<file path="src/rtl/plr_pkg.sv">
package plr_pkg;

   localparam int WORD_W      = 32;
   localparam int SAMPLE_W    = 16;
   localparam int LEVEL_W     = 8;
   localparam int FORMAT_W    = 3;
   localparam int CHAN_W      = 2;
   localparam int PHASE_W     = 23;
   localparam int COUNT_W     = 24;
   localparam int CSR_DATA_W  = 24;
   localparam int CSR_INDEX_W = 2;
   localparam int MAX_OUT     = 16;
   localparam int OUT_COUNT_W = $clog2(MAX_OUT + 1);
   localparam int MAX_CHANNELS = 2;

   // one input frame in 7.16 phase units
   localparam logic [PHASE_W-1:0] ONE_FRAME = PHASE_W'(32'h0001_0000);

   // sample formats
   localparam logic [FORMAT_W-1:0] FMT_U8    = 3'd0;
   localparam logic [FORMAT_W-1:0] FMT_S16   = 3'd1;
   localparam logic [FORMAT_W-1:0] FMT_S24   = 3'd2;
   localparam logic [FORMAT_W-1:0] FMT_S32   = 3'd3;
   localparam logic [FORMAT_W-1:0] FMT_FLOAT = 3'd4;

   // register indexes
   localparam logic [CSR_INDEX_W-1:0] REG_SAMPLE_FORMAT = 2'd0;
   localparam logic [CSR_INDEX_W-1:0] REG_CHANNEL_COUNT = 2'd1;
   localparam logic [CSR_INDEX_W-1:0] REG_PHASE_STEP    = 2'd2;
   localparam logic [CSR_INDEX_W-1:0] REG_OUTPUT_TOTAL  = 2'd3;

   // register reset values
   localparam logic [FORMAT_W-1:0] RST_SAMPLE_FORMAT = FMT_S16;
   localparam logic [CHAN_W-1:0]   RST_CHANNEL_COUNT = 2'd1;
   localparam logic [PHASE_W-1:0]  RST_PHASE_STEP    = PHASE_W'(32'h0001_0000);
   localparam logic [COUNT_W-1:0]  RST_OUTPUT_TOTAL  = '0;

   typedef struct packed {
      logic [FORMAT_W-1:0] sample_format;
      logic [CHAN_W-1:0]   channel_count;
      logic [PHASE_W-1:0]  phase_step;
      logic [COUNT_W-1:0]  output_total;
   } cfg_type;

   // controller to datapath
   typedef struct packed {
      logic capture;     // transaction accepted, first word into converter
      logic conv_next;   // second word into converter
      logic conv_acc;    // hold first converted word
      logic conv_cur;    // form the frame average
      logic phase_fix;   // rebase phase when no interpolation runs
      logic mul;         // slope times phase
      logic put_i;       // emit interpolated sample
      logic put_t;       // emit tail sample
      logic finish;      // commit frame state
   } cmd_type;

   // datapath to controller
   typedef struct packed {
      logic have_prev;
      logic last;
      logic interp_go;
      logic tail_go;
      logic more_i;
      logic more_t;
      logic out_free;
   } status_type;

endpackage

</file>
<file path="src/rtl/plr_req_if.sv">
interface plr_req_if
   import plr_pkg::*;
   ();
   logic              valid;
   logic              ready;
   logic [WORD_W-1:0] first_channel_word;
   logic [WORD_W-1:0] second_channel_word;
   logic              final_frame;

   modport source (
      output valid, first_channel_word, second_channel_word, final_frame,
      input  ready
   );
   modport sink (
      input  valid, first_channel_word, second_channel_word, final_frame,
      output ready
   );
endinterface

</file>
<file path="src/rtl/plr_rsp_if.sv">
interface plr_rsp_if
   import plr_pkg::*;
   ();
   logic               valid;
   logic               ready;
   logic [LEVEL_W-1:0] level;
   logic               run_end;
   logic               all_done;

   modport source (
      output valid, level, run_end, all_done,
      input  ready
   );
   modport sink (
      input  valid, level, run_end, all_done,
      output ready
   );
endinterface

</file>
<file path="src/rtl/plr_conv.sv">
module plr_conv
   import plr_pkg::*;
(
   input  logic                       clock,
   input  logic                       load,
   input  logic [WORD_W-1:0]          word,
   input  logic [FORMAT_W-1:0]        fmt,
   output logic signed [SAMPLE_W-1:0] q15
);

   logic [7:0]          expo;
   logic [22:0]         mant;
   logic                nan_w;
   logic                sat_w;
   logic                zero_w;
   logic [38:0]         prod_w;
   logic [5:0]          sh_w;
   logic [SAMPLE_W-1:0] fix_w;

   logic                float_ff;
   logic                nan_ff;
   logic                sat_ff;
   logic                zero_ff;
   logic                neg_ff;
   logic [5:0]          sh_ff;
   logic [38:0]         prod_ff;
   logic [SAMPLE_W-1:0] fix_ff;

   logic                top;
   logic [23:0]         q24;
   logic [14:0]         rem;
   logic [14:0]         half;
   logic                up;
   logic [24:0]         qr;
   logic [5:0]          amt;
   logic [24:0]         mag25;
   logic [SAMPLE_W-1:0] fmag;
   logic [SAMPLE_W-1:0] fval;

   // stage one: field split, mantissa times 32767, fixed formats
   assign expo   = word[30:23];
   assign mant   = word[22:0];
   assign nan_w  = (expo == 8'hFF) && (mant != '0);
   assign sat_w  = (expo >= 8'd127) && !nan_w;
   assign zero_w = (expo <= 8'd102);
   assign prod_w = 39'({1'b1, mant}) * 39'(15'd32767);
   assign sh_w   = 6'(8'd150 - expo);

   always_comb begin
      case (fmt)
         FMT_U8:  fix_w = {~word[7], word[6:0], 8'h00};
         FMT_S16: fix_w = word[15:0];
         FMT_S24: fix_w = word[23:8];
         FMT_S32: fix_w = word[31:16];
         default: fix_w = '0;
      endcase
   end

   always_ff @(posedge clock) begin
      if (load) begin
         float_ff <= (fmt == FMT_FLOAT);
         nan_ff   <= nan_w;
         sat_ff   <= sat_w;
         zero_ff  <= zero_w;
         neg_ff   <= word[31];
         sh_ff    <= sh_w;
         prod_ff  <= prod_w;
         fix_ff   <= fix_w;
      end
   end

   // stage two: round product to 24 significant bits, then scale down
   assign top  = prod_ff[38];
   assign q24  = top ? prod_ff[38:15] : prod_ff[37:14];
   assign rem  = top ? prod_ff[14:0] : {1'b0, prod_ff[13:0]};
   assign half = top ? 15'h4000 : 15'h2000;
   assign up   = (rem > half) || ((rem == half) && q24[0]);
   assign qr   = {1'b0, q24} + 25'(up);
   assign amt  = sh_ff - (top ? 6'd15 : 6'd14);
   assign mag25 = qr >> amt;

   always_comb begin
      if (nan_ff || zero_ff) begin
         fmag = '0;
      end else if (sat_ff) begin
         fmag = 16'd32767;
      end else begin
         fmag = mag25[SAMPLE_W-1:0];
      end
      fval = neg_ff ? 16'(-fmag) : fmag;
      q15  = float_ff ? $signed(fval) : $signed(fix_ff);
   end

endmodule

</file>
<file path="src/rtl/plr_dp.sv">
module plr_dp
   import plr_pkg::*;
(
   input  logic                clock,
   input  logic                reset,
   input  cfg_type             cfg,
   input  cmd_type             cmd,
   output status_type          st,
   input  logic [WORD_W-1:0]   req_first_channel_word,
   input  logic [WORD_W-1:0]   req_second_channel_word,
   input  logic                req_final_frame,
   output logic                rsp_valid,
   input  logic                rsp_ready,
   output logic [LEVEL_W-1:0]  rsp_level,
   output logic                rsp_run_end,
   output logic                rsp_all_done
);

   logic [WORD_W-1:0]          word1_ff;
   logic                       last_ff;
   logic signed [SAMPLE_W-1:0] acc_ff;
   logic signed [SAMPLE_W-1:0] cur_ff;
   logic signed [SAMPLE_W-1:0] cur_in;
   logic signed [SAMPLE_W-1:0] prev_ff;
   logic                       have_prev_ff;
   logic [PHASE_W-1:0]         phase_ff;
   logic [PHASE_W-1:0]         phase_in;
   logic [COUNT_W-1:0]         emitted_ff;
   logic [OUT_COUNT_W-1:0]     n_ff;
   logic signed [33:0]         prod_ff;

   logic                       rsp_valid_ff;
   logic [LEVEL_W-1:0]         level_ff;
   logic [LEVEL_W-1:0]         level_in;
   logic                       run_end_ff;
   logic                       run_end_in;
   logic                       all_done_ff;

   logic [WORD_W-1:0]          conv_word;
   logic signed [SAMPLE_W-1:0] q15;
   logic                       two_ch;
   logic signed [16:0]         sum;
   logic signed [16:0]         sum_adj;
   logic signed [16:0]         diff;
   logic signed [17:0]         slope_part;
   logic signed [18:0]         v;
   logic [COUNT_W-1:0]         emitted_inc;
   logic                       inc_below;
   logic                       n_room;
   logic [PHASE_W:0]           ph_sum;
   logic                       ph_sum_in_frame;
   logic                       put;

   assign conv_word = cmd.capture ? req_first_channel_word : word1_ff;

   plr_conv u_conv (
      .clock (clock),
      .load  (cmd.capture || cmd.conv_next),
      .word  (conv_word),
      .fmt   (cfg.sample_format),
      .q15   (q15)
   );

   // channel counts of two and three both average two channels
   assign two_ch  = (MAX_CHANNELS > 1) && cfg.channel_count[1];
   assign sum     = 17'(acc_ff) + 17'(q15);
   assign sum_adj = sum + 17'(sum[16]);
   assign cur_in  = two_ch ? sum_adj[16:1] : acc_ff;

   assign emitted_inc     = emitted_ff + 1'b1;
   assign inc_below       = emitted_inc < cfg.output_total;
   assign n_room          = n_ff < OUT_COUNT_W'(MAX_OUT - 1);
   assign ph_sum          = {1'b0, phase_ff} + {1'b0, cfg.phase_step};
   assign ph_sum_in_frame = ph_sum < {1'b0, ONE_FRAME};
   assign put             = cmd.put_i || cmd.put_t;

   assign st.have_prev = have_prev_ff;
   assign st.last      = last_ff;
   assign st.interp_go = have_prev_ff && (phase_ff < ONE_FRAME)
                         && (emitted_ff < cfg.output_total);
   assign st.tail_go   = last_ff && (emitted_ff < cfg.output_total);
   assign st.more_i    = ph_sum_in_frame && inc_below && n_room;
   assign st.more_t    = last_ff && inc_below && n_room;
   assign st.out_free  = !rsp_valid_ff || rsp_ready;

   // interpolation: prev + floor(slope * frac / 65536), biased and clamped
   assign diff       = 17'(cur_ff) - 17'(prev_ff);
   assign slope_part = 18'(prod_ff >>> 16);
   assign v          = 19'(prev_ff) + 19'(slope_part) + 19'sd32768;

   always_comb begin
      if (cmd.put_i) begin
         if (v < 0) begin
            level_in = '0;
         end else if (v[18:8] > 11'd255) begin
            level_in = 8'hFF;
         end else begin
            level_in = v[15:8];
         end
         run_end_in = !(st.more_i || st.more_t);
      end else begin
         level_in   = {~cur_ff[15], cur_ff[14:8]};
         run_end_in = !st.more_t;
      end
   end

   always_comb begin
      phase_in = phase_ff;
      if (cmd.put_i) begin
         if (st.more_i) begin
            phase_in = ph_sum[PHASE_W-1:0];
         end else if (!ph_sum_in_frame) begin
            phase_in = PHASE_W'(ph_sum - {1'b0, ONE_FRAME});
         end else begin
            phase_in = '0;
         end
      end else if (cmd.phase_fix) begin
         phase_in = (phase_ff >= ONE_FRAME) ? phase_ff - ONE_FRAME : '0;
      end else if (cmd.finish && last_ff) begin
         // end of sound, next frame starts on the grid
         phase_in = '0;
      end
   end

   always_ff @(posedge clock) begin
      if (cmd.capture) begin
         word1_ff <= req_second_channel_word;
         last_ff  <= req_final_frame;
      end
      if (cmd.conv_acc) begin
         acc_ff <= q15;
      end
      if (cmd.conv_cur) begin
         cur_ff <= cur_in;
      end
      if (cmd.mul) begin
         prod_ff <= diff * $signed({1'b0, phase_ff[15:0]});
      end
      if (put) begin
         level_ff    <= level_in;
         run_end_ff  <= run_end_in;
         all_done_ff <= (emitted_inc == cfg.output_total);
      end
   end

   always_ff @(posedge clock) begin
      if (reset) begin
         prev_ff      <= '0;
         have_prev_ff <= 1'b0;
         phase_ff     <= '0;
         emitted_ff   <= '0;
         n_ff         <= '0;
         rsp_valid_ff <= 1'b0;
      end else begin
         phase_ff <= phase_in;
         if (cmd.capture) begin
            n_ff <= '0;
         end else if (put) begin
            n_ff <= n_ff + 1'b1;
         end
         if (put) begin
            emitted_ff <= emitted_inc;
         end else if (cmd.finish && last_ff) begin
            emitted_ff <= '0;
         end
         if (cmd.finish) begin
            prev_ff      <= cur_ff;
            have_prev_ff <= !last_ff;
         end
         if (put) begin
            rsp_valid_ff <= 1'b1;
         end else if (rsp_ready) begin
            rsp_valid_ff <= 1'b0;
         end
      end
   end

   assign rsp_valid    = rsp_valid_ff;
   assign rsp_level    = level_ff;
   assign rsp_run_end  = run_end_ff;
   assign rsp_all_done = all_done_ff;

   a_put_fills_out: assert property (@(posedge clock) disable iff (reset)
      put |=> rsp_valid_ff)
      else $error("emitted sample did not reach output register");

   a_put_when_free: assert property (@(posedge clock) disable iff (reset)
      put |-> (!rsp_valid_ff || rsp_ready))
      else $error("output register overwritten while held");

   a_count_cap: assert property (@(posedge clock) disable iff (reset)
      n_ff <= OUT_COUNT_W'(MAX_OUT))
      else $error("per-frame output count past cap");

endmodule

</file>
<file path="src/rtl/plr_ctrl.sv">
module plr_ctrl
   import plr_pkg::*;
(
   input  logic       clock,
   input  logic       reset,
   input  logic       req_valid,
   output logic       req_ready,
   input  status_type st,
   output cmd_type    cmd
);

   typedef enum logic [6:0] {
      ST_IDLE   = 7'b000_0001,
      ST_CV1    = 7'b000_0010,
      ST_CV2    = 7'b000_0100,
      ST_MUL    = 7'b000_1000,
      ST_PUT_I  = 7'b001_0000,
      ST_PUT_T  = 7'b010_0000,
      ST_FINISH = 7'b100_0000
   } state_type;

   state_type state_ff;
   state_type state_in;

   always_comb begin
      state_in  = state_ff;
      cmd       = '0;
      req_ready = 1'b0;
      case (state_ff)
         ST_IDLE: begin
            req_ready = 1'b1;
            if (req_valid) begin
               cmd.capture = 1'b1;
               state_in    = ST_CV1;
            end
         end
         ST_CV1: begin
            cmd.conv_acc  = 1'b1;
            cmd.conv_next = 1'b1;
            state_in      = ST_CV2;
         end
         ST_CV2: begin
            cmd.conv_cur = 1'b1;
            if (st.interp_go) begin
               state_in = ST_MUL;
            end else begin
               cmd.phase_fix = 1'b1;
               state_in      = st.tail_go ? ST_PUT_T : ST_FINISH;
            end
         end
         ST_MUL: begin
            cmd.mul  = 1'b1;
            state_in = ST_PUT_I;
         end
         ST_PUT_I: begin
            if (st.out_free) begin
               cmd.put_i = 1'b1;
               if (st.more_i) begin
                  state_in = ST_MUL;
               end else if (st.more_t) begin
                  state_in = ST_PUT_T;
               end else begin
                  state_in = ST_FINISH;
               end
            end
         end
         ST_PUT_T: begin
            if (st.out_free) begin
               cmd.put_t = 1'b1;
               state_in  = st.more_t ? ST_PUT_T : ST_FINISH;
            end
         end
         ST_FINISH: begin
            cmd.finish = 1'b1;
            state_in   = ST_IDLE;
         end
         default: begin
            state_in = ST_IDLE;
         end
      endcase
   end

   always_ff @(posedge clock) begin
      if (reset) begin
         state_ff <= ST_IDLE;
      end else begin
         state_ff <= state_in;
      end
   end

   a_accept_starts: assert property (@(posedge clock) disable iff (reset)
      (req_valid && req_ready) |=> (state_ff == ST_CV1))
      else $error("accepted frame did not start conversion");

   a_put_waits: assert property (@(posedge clock) disable iff (reset)
      (state_ff == ST_PUT_I && !st.out_free) |=> (state_ff == ST_PUT_I))
      else $error("interpolated sample dropped under backpressure");

   a_interp_needs_prev: assert property (@(posedge clock) disable iff (reset)
      cmd.put_i |-> st.have_prev)
      else $error("interpolation without a previous frame");

endmodule

</file>
<file path="src/rtl/pcm_linear_resampler_u8.sv">
// sequence: after a transaction is accepted, its first interpolated sample reaches the
//   output register through two-step word conversion, slope multiply and output load;
//   a frame that only has tail samples loads its first one right after conversion
// flow: a slope multiply on the shared multiplier and an output load per interpolated
//   sample, then tail loads; loads wait on a held output; next frame only after commit
// reset: synchronous active high, restores register defaults and starts a new sound
module pcm_linear_resampler_u8
   import plr_pkg::*;
(
   input  logic                   clock,
   input  logic                   reset,
   plr_req_if.sink                req_bus,
   plr_rsp_if.source              rsp_bus,
   input  logic                   csr_we,
   input  logic [CSR_INDEX_W-1:0] csr_index,
   input  logic [CSR_DATA_W-1:0]  csr_wdata
);

   cfg_type    cfg_ff;
   cmd_type    cmd;
   status_type st;

   // configuration registers; the user must write them only between frames, not enforced here
   always_ff @(posedge clock) begin
      if (reset) begin
         cfg_ff.sample_format <= RST_SAMPLE_FORMAT;
         cfg_ff.channel_count <= RST_CHANNEL_COUNT;
         cfg_ff.phase_step    <= RST_PHASE_STEP;
         cfg_ff.output_total  <= RST_OUTPUT_TOTAL;
      end else if (csr_we) begin
         case (csr_index)
            REG_SAMPLE_FORMAT: cfg_ff.sample_format <= csr_wdata[FORMAT_W-1:0];
            REG_CHANNEL_COUNT: cfg_ff.channel_count <= csr_wdata[CHAN_W-1:0];
            REG_PHASE_STEP:    cfg_ff.phase_step    <= csr_wdata[PHASE_W-1:0];
            REG_OUTPUT_TOTAL:  cfg_ff.output_total  <= csr_wdata[COUNT_W-1:0];
            default: begin
            end
         endcase
      end
   end

   // sequencer: conversion, per-sample multiply/emit loop, tail, commit
   plr_ctrl u_ctrl (
      .clock     (clock),
      .reset     (reset),
      .req_valid (req_bus.valid),
      .req_ready (req_bus.ready),
      .st        (st),
      .cmd       (cmd)
   );

   // datapath holds frame state, phase, counts and the output register
   plr_dp u_dp (
      .clock                   (clock),
      .reset                   (reset),
      .cfg                     (cfg_ff),
      .cmd                     (cmd),
      .st                      (st),
      .req_first_channel_word  (req_bus.first_channel_word),
      .req_second_channel_word (req_bus.second_channel_word),
      .req_final_frame         (req_bus.final_frame),
      .rsp_valid               (rsp_bus.valid),
      .rsp_ready               (rsp_bus.ready),
      .rsp_level               (rsp_bus.level),
      .rsp_run_end             (rsp_bus.run_end),
      .rsp_all_done            (rsp_bus.all_done)
   );

endmodule
</file>
<file path="src/flat_wrapper.sv">
// flat-port wrapper written by rule: the top's interface ports become plain ports
module pcm_linear_resampler_u8_flat import plr_pkg::*;
  (clock, reset, csr_we, csr_index, csr_wdata, req_bus_valid, req_bus_first_channel_word, req_bus_second_channel_word, req_bus_final_frame, req_bus_ready, rsp_bus_valid, rsp_bus_level, rsp_bus_run_end, rsp_bus_all_done, rsp_bus_ready);
  plr_req_if req_bus_i ();
  plr_rsp_if rsp_bus_i ();
  input  logic clock;
  input  logic reset;
  input  logic csr_we;
  input  logic [CSR_INDEX_W-1:0] csr_index;
  input  logic [CSR_DATA_W-1:0] csr_wdata;
  input wire logic [$bits(req_bus_i.valid)-1:0] req_bus_valid;
  input wire logic [$bits(req_bus_i.first_channel_word)-1:0] req_bus_first_channel_word;
  input wire logic [$bits(req_bus_i.second_channel_word)-1:0] req_bus_second_channel_word;
  input wire logic [$bits(req_bus_i.final_frame)-1:0] req_bus_final_frame;
  output wire logic [$bits(req_bus_i.ready)-1:0] req_bus_ready;
  output wire logic [$bits(rsp_bus_i.valid)-1:0] rsp_bus_valid;
  output wire logic [$bits(rsp_bus_i.level)-1:0] rsp_bus_level;
  output wire logic [$bits(rsp_bus_i.run_end)-1:0] rsp_bus_run_end;
  output wire logic [$bits(rsp_bus_i.all_done)-1:0] rsp_bus_all_done;
  input wire logic [$bits(rsp_bus_i.ready)-1:0] rsp_bus_ready;
  assign req_bus_i.valid = req_bus_valid;
  assign req_bus_i.first_channel_word = req_bus_first_channel_word;
  assign req_bus_i.second_channel_word = req_bus_second_channel_word;
  assign req_bus_i.final_frame = req_bus_final_frame;
  assign req_bus_ready = req_bus_i.ready;
  assign rsp_bus_valid = rsp_bus_i.valid;
  assign rsp_bus_level = rsp_bus_i.level;
  assign rsp_bus_run_end = rsp_bus_i.run_end;
  assign rsp_bus_all_done = rsp_bus_i.all_done;
  assign rsp_bus_i.ready = rsp_bus_ready;
  pcm_linear_resampler_u8 u_core (.clock(clock), .reset(reset), .req_bus(req_bus_i), .rsp_bus(rsp_bus_i), .csr_we(csr_we), .csr_index(csr_index), .csr_wdata(csr_wdata));
endmodule
</file>
<file path="config.mk">
export PLATFORM = sky130hd
export DESIGN_NAME = pcm_linear_resampler_u8_flat
export DESIGN_NICKNAME = d
export VERILOG_FILES = /design/src/rtl/plr_pkg.sv /design/src/rtl/plr_req_if.sv /design/src/rtl/plr_rsp_if.sv /design/src/rtl/plr_conv.sv /design/src/rtl/plr_dp.sv /design/src/rtl/plr_ctrl.sv /design/src/rtl/pcm_linear_resampler_u8.sv /design/src/flat_wrapper.sv
export SDC_FILE = /design/constraint.sdc
export NUM_CORES = 2
export LEC_CHECK = 0
export ABC_AREA = 0
export ABC_CLOCK_PERIOD_IN_PS = 14800
export BUFFER_PORTS_ARGS = -buffer_cell sky130_fd_sc_hd__buf_2
export CAP_MARGIN = 20
export CORE_ASPECT_RATIO = 0.6
export CORE_MARGIN = 3
export CORE_UTILIZATION = 40
export CTS_CLUSTER_DIAMETER = 200
export DETAILED_ROUTE_END_ITERATION = 10
export MAX_ROUTING_LAYER = met4
export PLACE_DENSITY = 0.54
export SYNTH_ARGS = -nofsm -noshare
export SYNTH_HDL_FRONTEND = slang
export SYNTH_HIERARCHICAL = 1
export SYNTH_SLANG_ARGS = --single-unit
</file>
<file path="constraint.sdc">
create_clock -name clock -period 14.8 [get_ports clock]
set_clock_uncertainty 0.05 [all_clocks]
set_input_delay 0.74 -clock clock [delete_from_list [all_inputs] [get_ports clock]]
set_output_delay 0.74 -clock clock [all_outputs]
set_load 0.05 [all_outputs]
</file>
==> flow_summary_export.csv <==
group,metric,value,unit
final_layout,layout-drive-gt1-share,0.0837,
clocking,cts_buffers,30,
clocking,cts_hold_buf,0,
detailed_routing,routedWlPerCell,21.0,µm
clocking,cts_resized,0,
sta,fmax,101,MHz
detailed_routing,detail_route.first_pass.iterations,6,
clocking,cts_sinks,287,
hold_path,hp-class,"input port to flip-flop",
clocking,cts_max_level,1,
worst_setup_path,crit_path_frequent_cell,"fa_1",
detailed_routing,finalWirelength,113,mm
hold_path,hold_depth,1,
final_layout,syn2layout_area_growth,7.70,%
worst_setup_path,cp.arrival,10.19,ns
synth,netlist_instances,4063,
grt,grt_usage,0.237,
sta,finalCritPeriodShare,0.672,
sta,min_period,9.94,ns
final_layout,nets,4972,
worst_setup_path,cp-end-kind,"flip-flop",
grt,grt_pass1_vias,28000,
worst_setup_path,cp.buffers_inverters,5,
synth,synth_area_per_cell,9.23,µm²
sta,hold_violations,0,
worst_setup_path,worst-path-stages,26,
worst_setup_path,cp.required,15.05,ns
die,start_util,0.406,
placed_design,hpwl,91.9,mm
synth,syn_area,37500,µm²
clocking,cts_buffer_depth,3,
placed_design,io_buffers,107,
run_status,status,"finished clean",
worst_setup_path,crit_type,"flip-flop to flip-flop",
clocking,cts_tree,"done",
placed_design,place.gp.congestion,1.09,
sta,maxSlewViolCount,0,
run,max_cap_violations,0,
die,die_area,97500,µm²
grt,grt_first_pass_wirelength,175,mm
sta,rsz0062_at_grt,"false",
worst_setup_path,critPathLaunchType,"flip-flop",
die,fp.dieH,243,µm
sta,tns,0,ns
clocking,worst_skew_pair.late_latency,0.63,ns
die,io_pins,108,
die,core_area,92300,µm²
worst_setup_path,path_delay_family,"adder cells",
detailed_routing,antenna_left,0,
detailed_routing,remaining_drc_errors,0,
clocking,post_cts_buffers,0,
sta,setup_viol,0,
sta,worst_pin_slew,1.12,ns
worst_setup_path,cp_slowest_stage_delay,0.81,ns
worst_setup_path,reg2reg_depth,26,
final_layout,final_util,0.437,
detailed_routing,drtIter0Drc,2808,
synth,yosys_warnings,6,
grt,grt_antenna_before_repair,6,
worst_setup_path,crit_slowest_cell,"a311oi_1",
sta,timing.slew.headroom,0.254,
grt,grt_start_max_net_pins,80,
grt,grt-ovfl-total,0,
detailed_routing,vias,29000,
synth,syn_nets,4937,
clocking,path_clk_slew,0.08,ns
die,die_w,401,µm
worst_setup_path,cp_max_fo,49,
detailed_routing,avgViaCountPerCell,5.41,
die,rows,86,
clocking,cts_root_buffer,"clkbuf_16",
-- metrics by stage --
stage / hold WS (ns) / std cells / area [µm²] / worst slack, ns
3_3_place_gp: 0.411 / 5296 / 39300 / 4.90
5_1_grt: 0.207 / 5357 / 40400 / 4.31
3_5_place_dp: 0.415 / 5298 / 39300 / 4.94
4_1_cts: 0.200 / 5354 / 40400 / 4.87
6_report: 0.231 / 5357 / 40400 / 4.86
2_1_floorplan: 0.399 / 4063 / 37500 / 5.64
-- worst register-to-register path: cells and delay by family (launching register included) --
family                     cells  cell delay (ns)
adders and majority gates      7             3.79
buffers and inverters          5             0.94
AOI/OAI and AO/OA              8             2.63
and+or+nand+nor                5             1.32
DFF                            1             0.35
muxes                          1             0.55
-- area by class of cell --
type	count	area [µm²]
diodes	3	7.51
inverters	685	2570
repair buffers	159	928
flip-flops and latches	287	7340
clock buffers	37	873
well taps	1232	1540
clock inverters	19	203
multi-input cells	2935	26900
fillers	9040	52000
-- state kept, by name (all words and copies together) (netlist names), 6 cells and up --
signal	count
u_core/cfg_ff	51
u_core/u_ctrl/state_ff	7
u_core/u_dp/acc_ff	16
u_core/u_dp/cur_ff	16
u_core/u_dp/emitted_ff	24
u_core/u_dp/phase_ff	23
u_core/u_dp/prev_ff	16
u_core/u_dp/prod_ff	18
u_core/u_dp/rsp_level	8
u_core/u_dp/u_conv/fix_ff	16
u_core/u_dp/u_conv/prod_ff	39
u_core/u_dp/u_conv/sh_ff	6
u_core/u_dp/word1_ff	32
-- final timing paths --
check                                    startpoint                                  endpoint  slack [ns]
max          u_core/u_ctrl/state_ff[2]$_SDFFE_PP0P_  u_core/u_dp/u_conv/prod_ff[38]$_DFFE_PP_        4.86
min                 req_bus_second_channel_word[20]        u_core/u_dp/word1_ff[20]$_DFFE_PP_        0.23
max reg2reg  u_core/u_ctrl/state_ff[2]$_SDFFE_PP0P_  u_core/u_dp/u_conv/prod_ff[38]$_DFFE_PP_        4.86
min reg2reg          u_core/cfg_ff[21]$_SDFFE_PP0P_            u_core/cfg_ff[21]$_SDFFE_PP0P_        0.43
-- metal layers --
| metal | vias up | part of all wire | track usage |
|---|---|---|---|
| met5 | - | 0 | - |
| met4 | 0 | 0.011 | 0.0252 |
| met3 | 85 | 0.11 | 0.0778 |
| met2 | 1061 | 0.34 | 0.272 |
| met1 | 14200 | 0.54 | 0.391 |
| li1 | 13600 | - | - |
-- layout by cell type, fill, tap and decap left out, types with 37 or more instances in the layout --
cell	count
o21ai_0	122
dfxtp_1	128
buf_4	51
nand4_1	55
xnor2_1	127
nand2b_1	100
inv_1	684
and2_1	129
xor2_1	65
a21o_1	40
nand3_1	70
nor2_1	248
buf_2	106
ha_1	334
a22oi_1	37
nand2_1	296
a21oi_1	168
fa_1	444
nor3_1	56
mux2_2	58
nor2b_1	53
mux2i_1	101
edfxtp_1	159
Power is left out: the tool's default activity adds up to more than one toggle a clock period on the data nets, which glitch-free logic cannot reach.
